[src/hw/rtl/sct_pkg.sv]
package sct_pkg;

    localparam int LENGTH_BITS = 8;
    localparam int VALUE_BITS  = 64;
    localparam int WIDE_BITS   = VALUE_BITS + 4;
    localparam int QUEUE_DEPTH = 4;
    localparam int QUEUE_AW    = $clog2(QUEUE_DEPTH);
    localparam int KW_COUNT    = 5;
    localparam int KW_MAX      = 5;

    typedef logic [LENGTH_BITS-1:0] length_t;
    typedef logic [VALUE_BITS-1:0]  value_t;
    typedef logic [WIDE_BITS-1:0]   wide_t;

    typedef struct packed {
        logic [7:0] char_code;
        logic       end_of_input;
    } char_item_t;

    typedef struct packed {
        logic [4:0]                   token_kind;
        logic [2:0]                   error_code;
        logic signed [VALUE_BITS-1:0] number_value;
        logic [LENGTH_BITS-1:0]       token_length;
        logic                         last_of_item;
    } token_item_t;

    // token as held in the queue; the last-of-item flag is added on the way out
    typedef struct packed {
        logic [4:0]                   token_kind;
        logic [2:0]                   error_code;
        logic signed [VALUE_BITS-1:0] number_value;
        logic [LENGTH_BITS-1:0]       token_length;
    } token_t;

    // all tokens caused by one character: one or two
    typedef struct packed {
        logic   two;
        token_t first;
        token_t second;
    } pair_t;

    localparam logic [4:0] KIND_EOF     = 5'd0;
    localparam logic [4:0] KIND_NUMBER  = 5'd1;
    localparam logic [4:0] KIND_IDENT   = 5'd2;
    localparam logic [4:0] KIND_INT     = 5'd3;
    localparam logic [4:0] KIND_PLUS    = 5'd8;
    localparam logic [4:0] KIND_MINUS   = 5'd9;
    localparam logic [4:0] KIND_STAR    = 5'd10;
    localparam logic [4:0] KIND_SLASH   = 5'd11;
    localparam logic [4:0] KIND_PERCENT = 5'd12;
    localparam logic [4:0] KIND_ASSIGN  = 5'd13;
    localparam logic [4:0] KIND_EQ      = 5'd14;
    localparam logic [4:0] KIND_NE      = 5'd15;
    localparam logic [4:0] KIND_NOT     = 5'd16;
    localparam logic [4:0] KIND_LT      = 5'd17;
    localparam logic [4:0] KIND_LE      = 5'd18;
    localparam logic [4:0] KIND_GT      = 5'd19;
    localparam logic [4:0] KIND_GE      = 5'd20;
    localparam logic [4:0] KIND_AND     = 5'd21;
    localparam logic [4:0] KIND_OR      = 5'd22;
    localparam logic [4:0] KIND_SEMI    = 5'd23;
    localparam logic [4:0] KIND_LPAREN  = 5'd24;
    localparam logic [4:0] KIND_RPAREN  = 5'd25;
    localparam logic [4:0] KIND_LBRACE  = 5'd26;
    localparam logic [4:0] KIND_RBRACE  = 5'd27;
    localparam logic [4:0] KIND_COMMA   = 5'd28;
    localparam logic [4:0] KIND_BRACKET = 5'd29;
    localparam logic [4:0] KIND_ERROR   = 5'd30;

    localparam logic [2:0] ERR_NONE  = 3'd0;
    localparam logic [2:0] ERR_CHAR  = 3'd1;
    localparam logic [2:0] ERR_AMP   = 3'd2;
    localparam logic [2:0] ERR_BAR   = 3'd3;
    localparam logic [2:0] ERR_RANGE = 3'd4;

    localparam logic [7:0] CH_TAB      = 8'h09;
    localparam logic [7:0] CH_LF       = 8'h0A;
    localparam logic [7:0] CH_CR       = 8'h0D;
    localparam logic [7:0] CH_SPACE    = 8'h20;
    localparam logic [7:0] CH_BANG     = 8'h21;
    localparam logic [7:0] CH_PERCENT  = 8'h25;
    localparam logic [7:0] CH_AMP      = 8'h26;
    localparam logic [7:0] CH_LPAREN   = 8'h28;
    localparam logic [7:0] CH_RPAREN   = 8'h29;
    localparam logic [7:0] CH_STAR     = 8'h2A;
    localparam logic [7:0] CH_PLUS     = 8'h2B;
    localparam logic [7:0] CH_COMMA    = 8'h2C;
    localparam logic [7:0] CH_MINUS    = 8'h2D;
    localparam logic [7:0] CH_SLASH    = 8'h2F;
    localparam logic [7:0] CH_0        = 8'h30;
    localparam logic [7:0] CH_9        = 8'h39;
    localparam logic [7:0] CH_SEMI     = 8'h3B;
    localparam logic [7:0] CH_LESS     = 8'h3C;
    localparam logic [7:0] CH_EQUAL    = 8'h3D;
    localparam logic [7:0] CH_GREATER  = 8'h3E;
    localparam logic [7:0] CH_UPPER_A  = 8'h41;
    localparam logic [7:0] CH_UPPER_Z  = 8'h5A;
    localparam logic [7:0] CH_LBRACKET = 8'h5B;
    localparam logic [7:0] CH_RBRACKET = 8'h5D;
    localparam logic [7:0] CH_UNDER    = 8'h5F;
    localparam logic [7:0] CH_LOWER_A  = 8'h61;
    localparam logic [7:0] CH_LOWER_Z  = 8'h7A;
    localparam logic [7:0] CH_LBRACE   = 8'h7B;
    localparam logic [7:0] CH_BAR      = 8'h7C;
    localparam logic [7:0] CH_RBRACE   = 8'h7D;

    // int, if, else, while, print
    localparam logic [7:0] KW_TEXT [KW_COUNT][KW_MAX] = '{
        '{8'h69, 8'h6E, 8'h74, 8'h00, 8'h00},
        '{8'h69, 8'h66, 8'h00, 8'h00, 8'h00},
        '{8'h65, 8'h6C, 8'h73, 8'h65, 8'h00},
        '{8'h77, 8'h68, 8'h69, 8'h6C, 8'h65},
        '{8'h70, 8'h72, 8'h69, 8'h6E, 8'h74}
    };
    localparam length_t KW_LEN [KW_COUNT] = '{
        length_t'(3), length_t'(2), length_t'(4), length_t'(5), length_t'(5)
    };

    function automatic length_t sat_inc(length_t v);
        return (v == '1) ? v : v + length_t'(1);
    endfunction

endpackage

[src/hw/rtl/sct_front.sv]
module sct_front
    import sct_pkg::*;
(
    input  logic       clk,
    input  logic       rst_n,
    input  logic       accept,
    input  char_item_t item,
    output logic       push,
    output pair_t      push_data
);

    typedef enum logic [3:0] {
        S_START, S_NUM, S_IDENT, S_MINUS, S_SLASH, S_EQ, S_NOT,
        S_LT, S_GT, S_AND, S_OR, S_LINE, S_BLOCK, S_BRACKET
    } state_t;

    state_t  state_reg, state_next;
    value_t  mag_reg, mag_next;
    logic    neg_reg, neg_next;
    logic    ovf_reg, ovf_next;
    length_t len_reg, len_next;
    logic [KW_COUNT-1:0] kw_reg, kw_next;
    logic    star_reg, star_next;

    logic [7:0] c;
    logic       is_dig, is_wrd, is_ws;

    // digit accumulate
    value_t  m_base;
    logic    neg_base, ovf_base;
    length_t len_dbase;
    wide_t   ten_m, lim;
    logic    dig_ovf;
    value_t  dig_mag;
    length_t dig_len;

    // identifier / keyword tracking
    length_t l_len;
    logic [KW_COUNT-1:0] l_kw, kw_new;
    length_t let_len;

    token_t  flush_tok, start_tok;
    logic    flush_v, start_v;
    state_t  start_state;

    logic [7:0] pair_char;
    logic [4:0] pair_kind;

    assign c      = item.char_code;
    assign is_dig = (c >= CH_0) && (c <= CH_9);
    assign is_wrd = is_dig || (c == CH_UNDER)
                 || ((c >= CH_LOWER_A) && (c <= CH_LOWER_Z))
                 || ((c >= CH_UPPER_A) && (c <= CH_UPPER_Z));
    assign is_ws  = (c == CH_SPACE) || (c == CH_LF) || (c == CH_TAB) || (c == CH_CR);

    // 10*m + d against the signed limit; m never exceeds the limit so the wide sum cannot wrap
    always_comb
    begin
        m_base    = '0;
        neg_base  = 1'b0;
        ovf_base  = 1'b0;
        len_dbase = '0;
        if (state_reg == S_NUM)
        begin
            m_base    = mag_reg;
            neg_base  = neg_reg;
            ovf_base  = ovf_reg;
            len_dbase = len_reg;
        end
        else if (state_reg == S_MINUS)
        begin
            neg_base  = 1'b1;
            len_dbase = len_reg;
        end
        ten_m   = (wide_t'(m_base) << 3) + (wide_t'(m_base) << 1) + wide_t'(c[3:0]);
        lim     = (wide_t'(1) << (VALUE_BITS - 1)) - wide_t'(!neg_base);
        dig_ovf = ovf_base || (ten_m > lim);
        dig_mag = dig_ovf ? m_base : ten_m[VALUE_BITS-1:0];
        dig_len = sat_inc(len_dbase);
    end

    always_comb
    begin
        l_len = (state_reg == S_IDENT) ? len_reg : '0;
        l_kw  = (state_reg == S_IDENT) ? kw_reg : '1;
        for (int i = 0; i < KW_COUNT; i++)
        begin
            kw_new[i] = l_kw[i] && (l_len < KW_LEN[i]) && (KW_TEXT[i][l_len[2:0]] == c);
        end
        let_len = sat_inc(l_len);
    end

    // token left pending by the current state
    always_comb
    begin
        flush_tok = '0;
        flush_tok.token_length = length_t'(1);
        flush_v   = 1'b1;
        unique case (state_reg)
            S_NUM:
            begin
                flush_tok.token_length = len_reg;
                if (ovf_reg)
                begin
                    flush_tok.token_kind = KIND_ERROR;
                    flush_tok.error_code = ERR_RANGE;
                end
                else
                begin
                    flush_tok.token_kind   = KIND_NUMBER;
                    flush_tok.number_value = neg_reg ? (value_t'(0) - mag_reg) : mag_reg;
                end
            end
            S_IDENT:
            begin
                flush_tok.token_length = len_reg;
                flush_tok.token_kind   = KIND_IDENT;
                for (int i = 0; i < KW_COUNT; i++)
                begin
                    if (kw_reg[i] && (len_reg == KW_LEN[i]))
                        flush_tok.token_kind = KIND_INT + 5'(i);
                end
            end
            S_MINUS: flush_tok.token_kind = KIND_MINUS;
            S_SLASH: flush_tok.token_kind = KIND_SLASH;
            S_EQ:    flush_tok.token_kind = KIND_ASSIGN;
            S_NOT:   flush_tok.token_kind = KIND_NOT;
            S_LT:    flush_tok.token_kind = KIND_LT;
            S_GT:    flush_tok.token_kind = KIND_GT;
            S_AND:
            begin
                flush_tok.token_kind = KIND_ERROR;
                flush_tok.error_code = ERR_AMP;
            end
            S_OR:
            begin
                flush_tok.token_kind = KIND_ERROR;
                flush_tok.error_code = ERR_BAR;
            end
            S_BRACKET:
            begin
                flush_tok.token_kind   = KIND_BRACKET;
                flush_tok.token_length = len_reg;
            end
            default: flush_v = 1'b0;
        endcase
    end

    // classification of a character seen from the start state
    always_comb
    begin
        start_tok = '0;
        start_tok.token_length = length_t'(1);
        start_v     = 1'b0;
        start_state = S_START;
        if (is_dig)
            start_state = S_NUM;
        else if (is_wrd)
            start_state = S_IDENT;
        else if (!is_ws)
        begin
            unique case (c)
                CH_PLUS:     begin start_v = 1'b1; start_tok.token_kind = KIND_PLUS;    end
                CH_STAR:     begin start_v = 1'b1; start_tok.token_kind = KIND_STAR;    end
                CH_PERCENT:  begin start_v = 1'b1; start_tok.token_kind = KIND_PERCENT; end
                CH_SEMI:     begin start_v = 1'b1; start_tok.token_kind = KIND_SEMI;    end
                CH_LPAREN:   begin start_v = 1'b1; start_tok.token_kind = KIND_LPAREN;  end
                CH_RPAREN:   begin start_v = 1'b1; start_tok.token_kind = KIND_RPAREN;  end
                CH_LBRACE:   begin start_v = 1'b1; start_tok.token_kind = KIND_LBRACE;  end
                CH_RBRACE:   begin start_v = 1'b1; start_tok.token_kind = KIND_RBRACE;  end
                CH_COMMA:    begin start_v = 1'b1; start_tok.token_kind = KIND_COMMA;   end
                CH_MINUS:    start_state = S_MINUS;
                CH_SLASH:    start_state = S_SLASH;
                CH_EQUAL:    start_state = S_EQ;
                CH_BANG:     start_state = S_NOT;
                CH_LESS:     start_state = S_LT;
                CH_GREATER:  start_state = S_GT;
                CH_AMP:      start_state = S_AND;
                CH_BAR:      start_state = S_OR;
                CH_LBRACKET: start_state = S_BRACKET;
                default:
                begin
                    start_v = 1'b1;
                    start_tok.token_kind = KIND_ERROR;
                    start_tok.error_code = ERR_CHAR;
                end
            endcase
        end
    end

    always_comb
    begin
        pair_char = CH_EQUAL;
        pair_kind = KIND_EQ;
        unique case (state_reg)
            S_NOT:   pair_kind = KIND_NE;
            S_LT:    pair_kind = KIND_LE;
            S_GT:    pair_kind = KIND_GE;
            S_AND:
            begin
                pair_char = CH_AMP;
                pair_kind = KIND_AND;
            end
            S_OR:
            begin
                pair_char = CH_BAR;
                pair_kind = KIND_OR;
            end
            default: pair_kind = KIND_EQ;
        endcase
    end

    always_comb
    begin
        logic   do_restart;
        token_t eof_tok;
        token_t one_tok;

        state_next = state_reg;
        mag_next   = mag_reg;
        neg_next   = neg_reg;
        ovf_next   = ovf_reg;
        len_next   = len_reg;
        kw_next    = kw_reg;
        star_next  = star_reg;
        push       = 1'b0;
        push_data  = '0;
        do_restart = 1'b0;
        eof_tok    = '0;
        one_tok    = '0;

        if (accept && item.end_of_input)
        begin
            push = 1'b1;
            if (flush_v)
            begin
                push_data.two    = 1'b1;
                push_data.first  = flush_tok;
                push_data.second = eof_tok;
            end
            else
                push_data.first = eof_tok;
            state_next = S_START;
            mag_next   = '0;
            neg_next   = 1'b0;
            ovf_next   = 1'b0;
            len_next   = '0;
            kw_next    = '1;
            star_next  = 1'b0;
        end
        else if (accept)
        begin
            unique case (state_reg)
                S_NUM:
                begin
                    if (is_dig)
                    begin
                        mag_next = dig_mag;
                        ovf_next = dig_ovf;
                        len_next = dig_len;
                    end
                    else
                        do_restart = 1'b1;
                end
                S_IDENT:
                begin
                    if (is_wrd)
                    begin
                        kw_next  = kw_new;
                        len_next = let_len;
                    end
                    else
                        do_restart = 1'b1;
                end
                S_MINUS:
                begin
                    if (is_dig)
                    begin
                        state_next = S_NUM;
                        neg_next   = 1'b1;
                        mag_next   = dig_mag;
                        ovf_next   = dig_ovf;
                        len_next   = dig_len;
                    end
                    else
                        do_restart = 1'b1;
                end
                S_SLASH:
                begin
                    if (c == CH_SLASH)
                        state_next = S_LINE;
                    else if (c == CH_STAR)
                    begin
                        state_next = S_BLOCK;
                        star_next  = 1'b0;
                    end
                    else
                        do_restart = 1'b1;
                end
                S_EQ, S_NOT, S_LT, S_GT, S_AND, S_OR:
                begin
                    if (c == pair_char)
                    begin
                        one_tok.token_kind   = pair_kind;
                        one_tok.token_length = length_t'(2);
                        push            = 1'b1;
                        push_data.first = one_tok;
                        state_next      = S_START;
                    end
                    else
                        do_restart = 1'b1;
                end
                S_LINE:
                begin
                    if (c == CH_LF)
                        state_next = S_START;
                end
                S_BLOCK:
                begin
                    if (star_reg && (c == CH_SLASH))
                    begin
                        state_next = S_START;
                        star_next  = 1'b0;
                    end
                    else
                        star_next = (c == CH_STAR);
                end
                S_BRACKET:
                begin
                    len_next = sat_inc(len_reg);
                    if (c == CH_RBRACKET)
                    begin
                        one_tok.token_kind   = KIND_BRACKET;
                        one_tok.token_length = sat_inc(len_reg);
                        push            = 1'b1;
                        push_data.first = one_tok;
                        state_next      = S_START;
                    end
                end
                default: do_restart = 1'b1;
            endcase

            // pending token goes out first, then the character starts afresh
            if (do_restart)
            begin
                if (flush_v)
                begin
                    push             = 1'b1;
                    push_data.first  = flush_tok;
                    push_data.two    = start_v;
                    push_data.second = start_tok;
                end
                else
                begin
                    push            = start_v;
                    push_data.first = start_tok;
                end
                state_next = start_state;
                if (is_dig)
                begin
                    mag_next = dig_mag;
                    neg_next = 1'b0;
                    ovf_next = dig_ovf;
                    len_next = dig_len;
                    kw_next  = '1;
                end
                else if (is_wrd)
                begin
                    mag_next = '0;
                    neg_next = 1'b0;
                    ovf_next = 1'b0;
                    len_next = let_len;
                    kw_next  = kw_new;
                end
                else if (!is_ws)
                begin
                    mag_next = '0;
                    neg_next = 1'b0;
                    ovf_next = 1'b0;
                    len_next = length_t'(1);
                    kw_next  = '1;
                end
            end
        end
    end

    always_ff @(posedge clk or negedge rst_n)
    begin
        if (!rst_n)
        begin
            state_reg <= S_START;
            mag_reg   <= '0;
            neg_reg   <= 1'b0;
            ovf_reg   <= 1'b0;
            len_reg   <= '0;
            kw_reg    <= '1;
            star_reg  <= 1'b0;
        end
        else
        begin
            state_reg <= state_next;
            mag_reg   <= mag_next;
            neg_reg   <= neg_next;
            ovf_reg   <= ovf_next;
            len_reg   <= len_next;
            kw_reg    <= kw_next;
            star_reg  <= star_next;
        end
    end

endmodule

[src/hw/rtl/sct_queue.sv]
module sct_queue
    import sct_pkg::*;
(
    input  logic  clk,
    input  logic  rst_n,
    input  logic  push,
    input  pair_t push_data,
    output logic  full,
    input  logic  pop,
    output pair_t head,
    output logic  empty
);

    pair_t                entries_reg [QUEUE_DEPTH];
    logic [QUEUE_AW-1:0]  wr_ptr_reg, wr_ptr_next;
    logic [QUEUE_AW-1:0]  rd_ptr_reg, rd_ptr_next;
    logic [QUEUE_AW:0]    count_reg, count_next;

    assign full  = (count_reg == (QUEUE_AW+1)'(QUEUE_DEPTH));
    assign empty = (count_reg == '0);
    assign head  = entries_reg[rd_ptr_reg];

    always_comb
    begin
        wr_ptr_next = push ? wr_ptr_reg + 1'b1 : wr_ptr_reg;
        rd_ptr_next = pop ? rd_ptr_reg + 1'b1 : rd_ptr_reg;
        count_next  = count_reg + (QUEUE_AW+1)'(push) - (QUEUE_AW+1)'(pop);
    end

    always_ff @(posedge clk)
    begin
        if (push)
            entries_reg[wr_ptr_reg] <= push_data;
    end

    always_ff @(posedge clk or negedge rst_n)
    begin
        if (!rst_n)
        begin
            wr_ptr_reg <= '0;
            rd_ptr_reg <= '0;
            count_reg  <= '0;
        end
        else
        begin
            wr_ptr_reg <= wr_ptr_next;
            rd_ptr_reg <= rd_ptr_next;
            count_reg  <= count_next;
        end
    end

endmodule

[src/hw/rtl/sct_back.sv]
module sct_back
    import sct_pkg::*;
(
    input  logic        clk,
    input  logic        rst_n,
    input  pair_t       head,
    input  logic        empty,
    output logic        pop,
    output logic        valid,
    input  logic        stall,
    output token_item_t item
);

    logic        valid_reg, valid_next;
    token_item_t item_reg, item_next;
    logic        second_reg, second_next;
    token_t      hold_reg, hold_next;
    logic        load;

    assign load  = !valid_reg || !stall;
    assign pop   = load && !second_reg && !empty;
    assign valid = valid_reg;
    assign item  = item_reg;

    always_comb
    begin
        valid_next  = valid_reg;
        item_next   = item_reg;
        second_next = second_reg;
        hold_next   = hold_reg;
        if (load)
        begin
            if (second_reg)
            begin
                valid_next  = 1'b1;
                item_next   = '{hold_reg.token_kind, hold_reg.error_code,
                                hold_reg.number_value, hold_reg.token_length, 1'b1};
                second_next = 1'b0;
            end
            else if (!empty)
            begin
                valid_next  = 1'b1;
                item_next   = '{head.first.token_kind, head.first.error_code,
                                head.first.number_value, head.first.token_length, !head.two};
                second_next = head.two;
                hold_next   = head.second;
            end
            else
                valid_next = 1'b0;
        end
    end

    always_ff @(posedge clk or negedge rst_n)
    begin
        if (!rst_n)
        begin
            valid_reg  <= 1'b0;
            second_reg <= 1'b0;
        end
        else
        begin
            valid_reg  <= valid_next;
            second_reg <= second_next;
        end
    end

    always_ff @(posedge clk)
    begin
        item_reg <= item_next;
        hold_reg <= hold_next;
    end

endmodule

[src/hw/rtl/source_code_tokenizer.sv]
// Lexer for a small C-like language, one source byte per beat.
// Character channel: char_valid / char_stall / char_item. A beat carries a byte,
// or the end-of-input mark, which flushes any pending token and adds an eof token.
// Token channel: token_valid / token_stall / token_item. A character yields zero,
// one or two tokens; last_of_item marks the final token of a character.
// Tokens enter the queue as their byte is taken and leave via the output register.
// Throughput: one byte per cycle while the queue has room; scanner update and the
// 10*m+d accumulate are combinational. The token port moves one token per cycle
// unless stalled, so a character that ends one token and starts another sends two in turn.
// A four-entry queue of per-character results sits between scanner and
// output register; char_stall rises only when that queue is full.
// Stall on the token side holds the output register; the scanner keeps taking
// bytes until the queue fills.
// Reset (rst_n low, asynchronous) returns the scanner to its start state and
// empties the queue and output register; no clearing pass is needed.
module source_code_tokenizer
    import sct_pkg::*;
(
    input  logic        clk,
    input  logic        rst_n,
    input  logic        char_valid,
    output logic        char_stall,
    input  char_item_t  char_item,
    output logic        token_valid,
    input  logic        token_stall,
    output token_item_t token_item
);

    logic  accept;
    logic  push, full, pop, empty;
    pair_t push_data, head;

    assign char_stall = full;
    assign accept     = char_valid && !full;

    sct_front u_front (
        .clk       (clk),
        .rst_n     (rst_n),
        .accept    (accept),
        .item      (char_item),
        .push      (push),
        .push_data (push_data)
    );

    sct_queue u_queue (
        .clk       (clk),
        .rst_n     (rst_n),
        .push      (push),
        .push_data (push_data),
        .full      (full),
        .pop       (pop),
        .head      (head),
        .empty     (empty)
    );

    sct_back u_back (
        .clk   (clk),
        .rst_n (rst_n),
        .head  (head),
        .empty (empty),
        .pop   (pop),
        .valid (token_valid),
        .stall (token_stall),
        .item  (token_item)
    );

endmodule

[config.mk]
export PLATFORM = sky130hd
export DESIGN_NAME = source_code_tokenizer
export DESIGN_NICKNAME = d
export VERILOG_FILES = /design/src/hw/rtl/sct_pkg.sv /design/src/hw/rtl/sct_front.sv /design/src/hw/rtl/sct_queue.sv /design/src/hw/rtl/sct_back.sv /design/src/hw/rtl/source_code_tokenizer.sv
export SDC_FILE = /design/constraint.sdc
export NUM_CORES = 1
export LEC_CHECK = 0
export BUFFER_PORTS_ARGS = -buffer_cell sky130_fd_sc_hd__buf_2
export CORE_MARGIN = 2
export CORE_UTILIZATION = 31
export CTS_BUF_LIST = sky130_fd_sc_hd__clkbuf_8
export DETAILED_ROUTE_END_ITERATION = 16
export GPL_TIMING_DRIVEN = 0
export RECOVER_POWER = 25
export SLEW_MARGIN = 20
export SYNTH_ARGS = -nofsm -noshare
export SYNTH_HDL_FRONTEND = slang
export SYNTH_HIERARCHICAL = 1
export SYNTH_SLANG_ARGS = --single-unit
[constraint.sdc]
create_clock -name clk -period 8.5 [get_ports clk]
set_input_delay 0.85 -clock clk [delete_from_list [all_inputs] [get_ports clk]]
set_output_delay 0.85 -clock clk [all_outputs]
set_load 0.02 [all_outputs]
### Yosys cells after proc, flatten, opt, wreduce, memory -nomap -nowiden

Memory sizes are Yosys's and may differ from the RTL's.
Index checks and enable logic that the tools add are counted.

* register bits: 254
* memory bits (writable): 644
* memory bits (read-only): 320
* bits of input ports: 13
* output and inout bits: 83
* logic and storage cells: 310
* memories kept: 6

* add/subtract/negate cells: 11
* magnitude comparators: 12
* equal/unequal tests: 60
* muxes and demuxes: 143
* bitwise logic cells: 3
* reductions and logical operators: 54

Memories
* u_queue.entries_reg: words 4, width 161, rd ports 1, clocked after Yosys merged registers in 0, wr ports 1, RTL line sct_queue.sv:14 `pair_t entries_reg [QUEUE_DEPTH];`
* (no name shown): words 8, width 8, rd ports 1, clocked after Yosys merged registers in 0, wr ports 0, RTL line sct_front.sv:88 `kw_new[i] = l_kw[i] && (l_len < KW_LEN[i]) && (KW_TEXT[i][l_len[2:0]] == c);`
* (no name shown): words 8, width 8, rd ports 1, clocked after Yosys merged registers in 0, wr ports 0, RTL line sct_front.sv:88
* (no name shown): words 8, width 8, rd ports 1, clocked after Yosys merged registers in 0, wr ports 0, RTL line sct_front.sv:88
* (no name shown): words 8, width 8, rd ports 1, clocked after Yosys merged registers in 0, wr ports 0, RTL line sct_front.sv:88
* (no name shown): words 8, width 8, rd ports 1, clocked after Yosys merged registers in 0, wr ports 0, RTL line sct_front.sv:88

Operator list (number)
* $mux W64: 13
* $mux W161: 3
* $mux W80: 5
* $mux W8: 28
* $mux W81: 2
* $pmux W80 S2: 1
* $eq A8 B6 Y1 const B: 15
* $pmux W5 S10: 2
* $add A67 B65 Y68: 1
* $add A68 B4 Y68: 1
* $gt A68 B68 Y1: 1
* $sub A64 B1 Y65 const A: 1
* $sub A1 B64 Y64 const A: 1
* $mux W5: 11
* $mux W1: 52
* $mux W4: 13
* $eq A8 B7 Y1 const B: 6
* $eq A8 B8 Y1: 5
* $pmux W4 S9: 1
* $pmux W5 S5: 1
* $add A8 B1 Y8 const B: 3
* $eq A4 B4 Y1 const B: 6
* $eq A8 B4 Y1 const B: 3
* $eq A8 B8 Y1 const B: 3
* 49 further kinds: 105

### Longest topological paths before layout

Gate-level depths: netlist of run 1.

* depth in word-level cells: 16
* mapped depth: 33

### Hierarchy

Netlist of run 1, hierarchy kept.

By module, submodules not included
* sct_queue: times used 1, cells an instance 875, area each 23580.1 sq um, sequential area each 19513.7 sq um
* sct_front: times used 1, cells an instance 2302, area each 16115.5 sq um, sequential area each 2108.3 sq um
* sct_back: times used 1, cells an instance 260, area each 5918.2 sq um, sequential area each 4884.7 sq um
* source_code_tokenizer: times used 1, cells an instance 1, area each 13.8 sq um, sequential area each 0.0 sq um

### Least setup slack after synthesis of run 1

Ideal clock, no wire load.

* kind: input port to flip-flop
* start point: input token_stall
* end point: register u_back/hold_reg[0] (netlist name), enable pin
* arrival time: 6.749 ns
* required time: 7.862 ns
* setup slack: 1.113 ns
* stages on the path: 1
* buffers on the path: 0
* path through: a211oi_1

* longest elaborated chain between the ends: 3

Ends and longest elaborated chain
* start: declaration: RTL line source_code_tokenizer.sv:25 `input logic token_stall,`
* $logic_not A1 Y1: RTL line sct_back.sv:20 `assign load = !valid_reg || !stall;`
* $logic_or A1 B1 Y1: RTL line sct_back.sv:20
* $reduce_and A3 Y1 (no line)
* end signal: assignment: RTL line sct_back.sv:70 `hold_reg <= hold_next;`
* end: declaration: RTL line sct_back.sv:17 `token_t hold_reg, hold_next;`

Every way passes these cells.
A chain may end at the register's enable or synchronous reset.

### Worst setup path after layout of run 1

* start point: register u_front.state_reg[3]
* end point: register u_front.mag_reg[5]

* longest elaborated chain between the ends: 16
* elaborated cells on any way between the ends: 41
* those cells by class: add/sub: 3; order compare: 1; eq/ne: 14; mux: 18; reduce/logical: 5

Ends and longest elaborated chain
* start: declaration: RTL line sct_front.sv:17 `state_t state_reg, state_next;`
* start signal: assignment: RTL line sct_front.sv:401 `state_reg <= state_next;`
* parallel branches: the longest is 13 deep, another holds $add A67 B65 Y68
* $mux W64 *: RTL line sct_front.sv:344 `if (do_restart)`
* $mux W64 *: RTL line sct_front.sv:251 `else if (accept)`
* $mux W64 *: RTL line sct_front.sv:232 `if (accept && item.end_of_input)`
* end signal: assignment: RTL line sct_front.sv:402 `mag_reg <= mag_next;`
* end: declaration: RTL line sct_front.sv:18 `value_t mag_reg, mag_next;`

Every way passes the cells marked *. The select of a mux whose other input is x is not followed.

==> results of run 1 <==
worst max path at each step:
stage / cells after the start / start / to
after floorplan: 1 / token_stall / u_back/hold_reg[0]
after global placement: 2 / token_stall / u_back/hold_reg[41]
after detailed placement: 31 / u_front/state_reg[0] / u_front/mag_reg[44]
after CTS: 30 / u_front/state_reg[0] / u_front/mag_reg[8]
after global routing: 29 / u_front/state_reg[0] / u_front/mag_reg[42]
final: 28 / u_front/state_reg[3] / u_front/mag_reg[5]
area by class of cell:
type                    instances  area share [%]
clock buffers                 150           3.954
plain buffers                 255           2.713
inverters                     106          0.7620
well taps                    1917           4.594
diodes                          2        0.009585
clock inverters               100           1.160
flip-flops and latches        898           50.77
repair buffers                135           1.946
multi-input cells            2242           34.10
cells by family after synthesis:
group / count (synthesis) / synth area share, %
XOR/XNOR: 141 / 2.707
other: 1 / 0.008219
buffers and inverters: 370 / 4.058
AO/OA/AOI/OAI: 750 / 10.64
adder cells (fa/ha/maj): 213 / 5.874
AND/OR/NAND/NOR: 812 / 8.430
multiplexers: 253 / 10.19
flip-flops: 898 / 58.09
worst min-delay path: stages:
cell	delay, ns
buf_2	0.13
a21oi_1	0.07
nand2_1	0.06
layout by cell type (no fill, tap or decap), types with 24 or more instances in the layout:
cell type  netlist  final
edfxtp_1       805    805
nand2_1        237    236
nor2_1         225    223
a21oi_1        218    218
clkbuf_1       121    211
ha_1           211    210
o21ai_0        167    167
mux4_2         161    161
clkbuf_8         0    150
inv_1          104    148
xnor2_1        106    106
buf_4           80     90
dfrtp_1         88     88
nor3_1         101     86
conb_1           1     73
nand3_1         59     59
mux2_1          40     51
o211ai_1        41     41
nand4_1         40     40
buf_2           39     36
o31ai_1         40     36
xor2_1          35     35
o221ai_1        33     33
mux2_2          41     30
clkinv_1         2     28
a211oi_1        25     24
a21o_1          24     24
what timing repair did:
item                                    4_1_cts  5_1_grt
hold buffers                                  1        0
endpoints found under the setup margin       65       65
setup buffers                                 2       10
gates resized for setup                      26       35
pin swaps                                     2        8
hold endpoints to repair                     43        0
per-stage QoR:
stage | area (sq um) | hold slack (ns)
floorplan | 45900 | 0.4838
global placement | 48740 | 0.5120
detailed placement | 49430 | 0.5161
CTS | 52210 | 0.2794
global route | 52210 | 0.2842
finish | 52210 | 0.3259
layer usage:
layer,part of all wire (%),GRT usage (%)
met1,44,22.12
met2,48,27.11
met3,5.2,2.620
met4,2.9,5.362
met5,0.010,0
power by group:
part           switching [mW]  internal (mW)
clock                    1.70           1.79
sequential              0.261           6.16
combinational            2.88           1.69
total                    4.84           9.64
==> impl_metrics.yaml, run 1 <==
outcome:
  outcome: "complete, but fails checks"
  violations: "capacitance limit, slew limit"
hold_path:
  hold_path_depth: 3
  hold_path.class: "in2reg"
  min_to: "u_back/valid"
  min_from: "token_stall"
floorplan:
  core-area_sq_um: 145900
  die_y_microns: 387.6
  start_util_pct: 31.27
  dieArea_sq_um: 150300
  num_io_pins: 96
  fp.dieW_microns: 387.6
  rows: 140
global_routing:
  antenna_found_initial: 6
  grt_max_degree: 50
  grt_pass1_wl_mm: 189.8
  gr-total-overflow: 0
  grt_pass1_vias: 30060
  grt_use_total_pct: 16.46
critical_path:
  rr_startpoint: "u_front/state_reg[3]"
  required_ns: 9.19
  crit_path_top_delay_cell: "nor4_1"
  worstRegToRegCells: 28
  cp_max_fo: 12
  cpPeakStageDelay_ns: 0.53
  crit_family: "simple AND/OR/NAND/NOR gates"
  regToRegSetupSlack_ns: 0.37
  timing.rr.end: "u_front/mag_reg[5]"
  crit_type: "reg2reg"
  critPathArrivalTime_ns: 8.82
  path_buf_inv: 5
  start_kind: "register"
  endpoint_kind: "register"
timing:
  fmax_ghz: 0.1231
  finalMaxSlewViolations: 96
  period_share_pct: 95.59
  post-route-worst-setup-slack_ns: 0.3748
  setup_violations: 0
  tns_ns: 0
  slew_headroom_pct: -96.25
  rsz0062_at_grt: "no"
  worst_pin_slew_ns: 2.944
  timing.final.hold_violations: 0
  period_needed_ns: 8.125
  worst_clock_skew_ns: 0.04411
placed_design:
  post-place-ws_ns: -1.880
  place_hpwl_mm: 91.60
  gp_congestion: 0.9566
  dp_cells: 5549
  io_buffers: 89
cts:
  h-tree-depth: 4
  root_buffer: "clkbuf_8"
  cts_buffer_depth: 3
  cts_tree: "yes"
  cts_buffers: 140
  insertion_delay_ns: 0.85
  cts_num_sinks: 898
  clkTransAtPathRegs_ns: 0.06
logic_synthesis:
  syn_area_sq_um: 45630
  synthTopCellsByArea: "edfxtp_1, mux4_2, ha_1"
  synth_top_area_cell: "edfxtp_1"
  seq_area_frac_synth_pct: 58.09
  synth-warning-count: 6
  synth.distinct_cells: 101
  syn_area_per_cell_sq_um: 13.27
  ys.flop_type: "edfxtp_1"
  ys_ff_latch: 898
  netlist_instances: 3438
  synthTopCellsByCount: "edfxtp_1, nand2_1, nor2_1"
  synth_most_common_cell: "edfxtp_1"
  yosysTopAreaCellShare_pct: 52.98
  synth-async-reset-ratio_pct: 10.36
  synth_edf_count: 805
flow_run:
  maxCapViolations: 2
route:
  post-route-drc-count: 0
  drt-vias-per-instance: 5.227
  drt.antenna.violating_nets: 0
  drtIter0Drc: 2833
  firstDrtPassIters: 5
  vias: 30340
  wl_per_cell_microns: 21.67
  wirelength_mm: 125.8
layout:
  regArea_sq_um: 26510
  multi_input_area_sq_um: 17800
  nFillCells: 14080
  drive_gt1_share_pct: 16.06
  fin_util_pct: 35.78
  finalNetCount: 4004
  syn2layout_area_growth_pct: 14.43
  instances_no_fill: 5805
  largest_reg_flops: 644
power_and_ir_drop:
  fin_total_pwr_mw: 14.48
  power.leakage_nw: 18.77
  ir_drop_mv: 0.1290
  power_density_nw_per_um2: 277.3
Power figures use the tool's default switching activity.
==> inputs of run 2 (changes only) <==
--- a/config.mk
+++ b/config.mk
@@ -7,10 +7,11 @@
 export LEC_CHECK = 0
 export BUFFER_PORTS_ARGS = -buffer_cell sky130_fd_sc_hd__buf_2
 export CORE_MARGIN = 2
-export CORE_UTILIZATION = 31
+export CORE_UTILIZATION = 50
 export CTS_BUF_LIST = sky130_fd_sc_hd__clkbuf_8
 export DETAILED_ROUTE_END_ITERATION = 16
 export GPL_TIMING_DRIVEN = 0
+export PLACE_DENSITY = 0.66
 export RECOVER_POWER = 25
 export SLEW_MARGIN = 20
 export SYNTH_ARGS = -nofsm -noshare
==> impl_metrics.yaml, run 2 (synthesis results as in run 1) <==
global_routing:
  grt_use_total_pct: 24.98
  antenna_found_initial: 1
  gr-total-overflow: 0
  grt_max_degree: 78
  grt_pass1_vias: 29240
  grt_pass1_wl_mm: 177.8
layout:
  finalNetCount: 3999
  mostFrequentLayoutCells: "edfxtp_1, nand2_1, nor2_1, a21oi_1, clkbuf_1"
  final_common_cell: "edfxtp_1"
  drive_gt1_share_pct: 15.48
  final_cell_area_sq_um: 50990
  fin_util_pct: 56.48
  largest_reg_flops: 644
  syn2layout_area_growth_pct: 11.76
route:
  top_layer: "met4"
  wl_met1_mm: 51.23
  drt-vias-per-instance: 5.988
  drt.antenna.violating_nets: 0
  drtIter0Drc: 3376
  post-route-drc-count: 0
  route.met3.wl_mm: 8.751
  vias: 30260
  route.met2.wl_mm: 53.96
  firstDrtPassIters: 5
  wl_per_cell_microns: 23.10
  wirelength_mm: 116.7
critical_path:
  cpPeakStageDelay_ns: 0.83
  required_ns: 9.10
  crit_path_top_delay_cell: "a2111oi_1"
  endpoint_kind: "register"
  start_kind: "register"
  worstRegToRegCells: 28
  critPathArrivalTime_ns: 8.73
  crit_type: "reg2reg"
  cp_max_fo: 10
floorplan:
  rows: 110
  die_y_microns: 306.1
  dieArea_sq_um: 93690
  start_util_pct: 50.54
  num_io_pins: 96
  fp.dieW_microns: 306.1
  core-area_sq_um: 90290
timing:
  period_share_pct: 95.68
  slew_headroom_pct: -186.6
  finalMaxSlewViolations: 89
  worst_clock_skew_ns: 0.03965
  worst_pin_slew_ns: 4.299
  period_needed_ns: 8.133
  setup_violations: 0
  fmax_ghz: 0.1230
  rsz0062_at_grt: "no"
  hold_ws_ns: 0.4117
  timing.final.hold_violations: 0
  post-route-worst-setup-slack_ns: 0.3674
cts:
  insertion_delay_ns: 0.78
  h-tree-depth: 4
  clkTransAtPathRegs_ns: 0.06
  cts_num_sinks: 898
  cts_tree: "yes"
  root_buffer: "clkbuf_8"
  cts_buffers: 137
  cts_buffer_depth: 3
placed_design:
  post-place-ws_ns: -0.8659
  gp_congestion: 0.9625
  place_area_sq_um: 48490
  place_hpwl_mm: 85.61
  io_buffers: 89
power_and_ir_drop:
  power_density_nw_per_um2: 278.2
  ir_drop_mv: 0.1884
  fin_total_pwr_mw: 14.19
  power.leakage_nw: 18.62
hold_path:
  hold_path_depth: 3
  hold_path.class: "in2reg"
outcome:
  outcome: "complete, but fails checks"
  violations: "capacitance limit, slew limit"
flow_run:
  maxCapViolations: 2
-- run 2: cell types whose count changed in the layout (fill, tap and decap cells not counted), sizes merged --
cell	delta
clkbuf	+7
clkinv	+6
bufinv	-1
diode	-1
inv	-15
buf	-8
clkinvlp	+1
-- run 2: critical path, delay by kind of cell (launching register included) --
family	cells	cell delay, ns
flops	1	0.32
fa+ha+maj	3	1.03
xor+xnor	1	0.23
buf+inv	4	1.05
simple gates	8	1.96
compound gates	12	3.34
-- run 2: path summary, 6_finish.rpt --
kind,slack (ns),to,from
worst max-delay path,0.37,u_front/mag_reg[49],u_front/state_reg[0]
worst min register to register,0.53,u_back/item[60],u_back/hold_reg[59]
worst max register to register,0.37,u_front/mag_reg[49],u_front/state_reg[0]
max in group asynchronous,3.01,u_front/mag_reg[41],rst_n
worst min-delay path,0.41,u_back/valid,token_stall
min in group asynchronous,0.80,u_front/len_reg[6],rst_n
-- run 2: final cells by class --
type	count	area (sq um)
fillers	7348	39300
flip-flops and latches	898	26510
multi-input cells	2242	17700
clock buffers	151	2078
well taps	1176	1471
plain buffers	260	1425
repair buffers	128	904.6
clock inverters	91	503.0
inverters	106	397.9
diodes	1	2.502
-- run 2: through the flow --
stage | TNS, ns | cells
3_5_place_dp | -47.77 | 4809
4_1_cts | 0 | 5052
5_1_grt | 0 | 5053
2_1_floorplan | 0 | 3510
3_3_place_gp | -2492.22 | 4775
6_report | 0 | 5053
-- run 2: metal layers --
layer | up-vias | global-route usage (%)
li1 | 13880 | -
met3 | 166 | 4.562
met1 | 14900 | 36.39
met4 | 0 | 7.102
met5 | - | 0
met2 | 1316 | 38.65
-- run 2: timing repair --
| action | in CTS | in global routing |
|---|---|---|
| endpoints found under the setup margin | 65 | 65 |
| setup buffers | 0 | 4 |
| hold buffers | 1 | 0 |
| pin swaps | 0 | 3 |
| resized for setup | 13 | 26 |
| hold endpoints to repair | 11 | 0 |
-- run 2: power by group --
part	internal (mW)	switching [mW]
clock	1.75	1.60
sequential	6.16	0.267
combinational	1.67	2.74
total	9.58	4.60
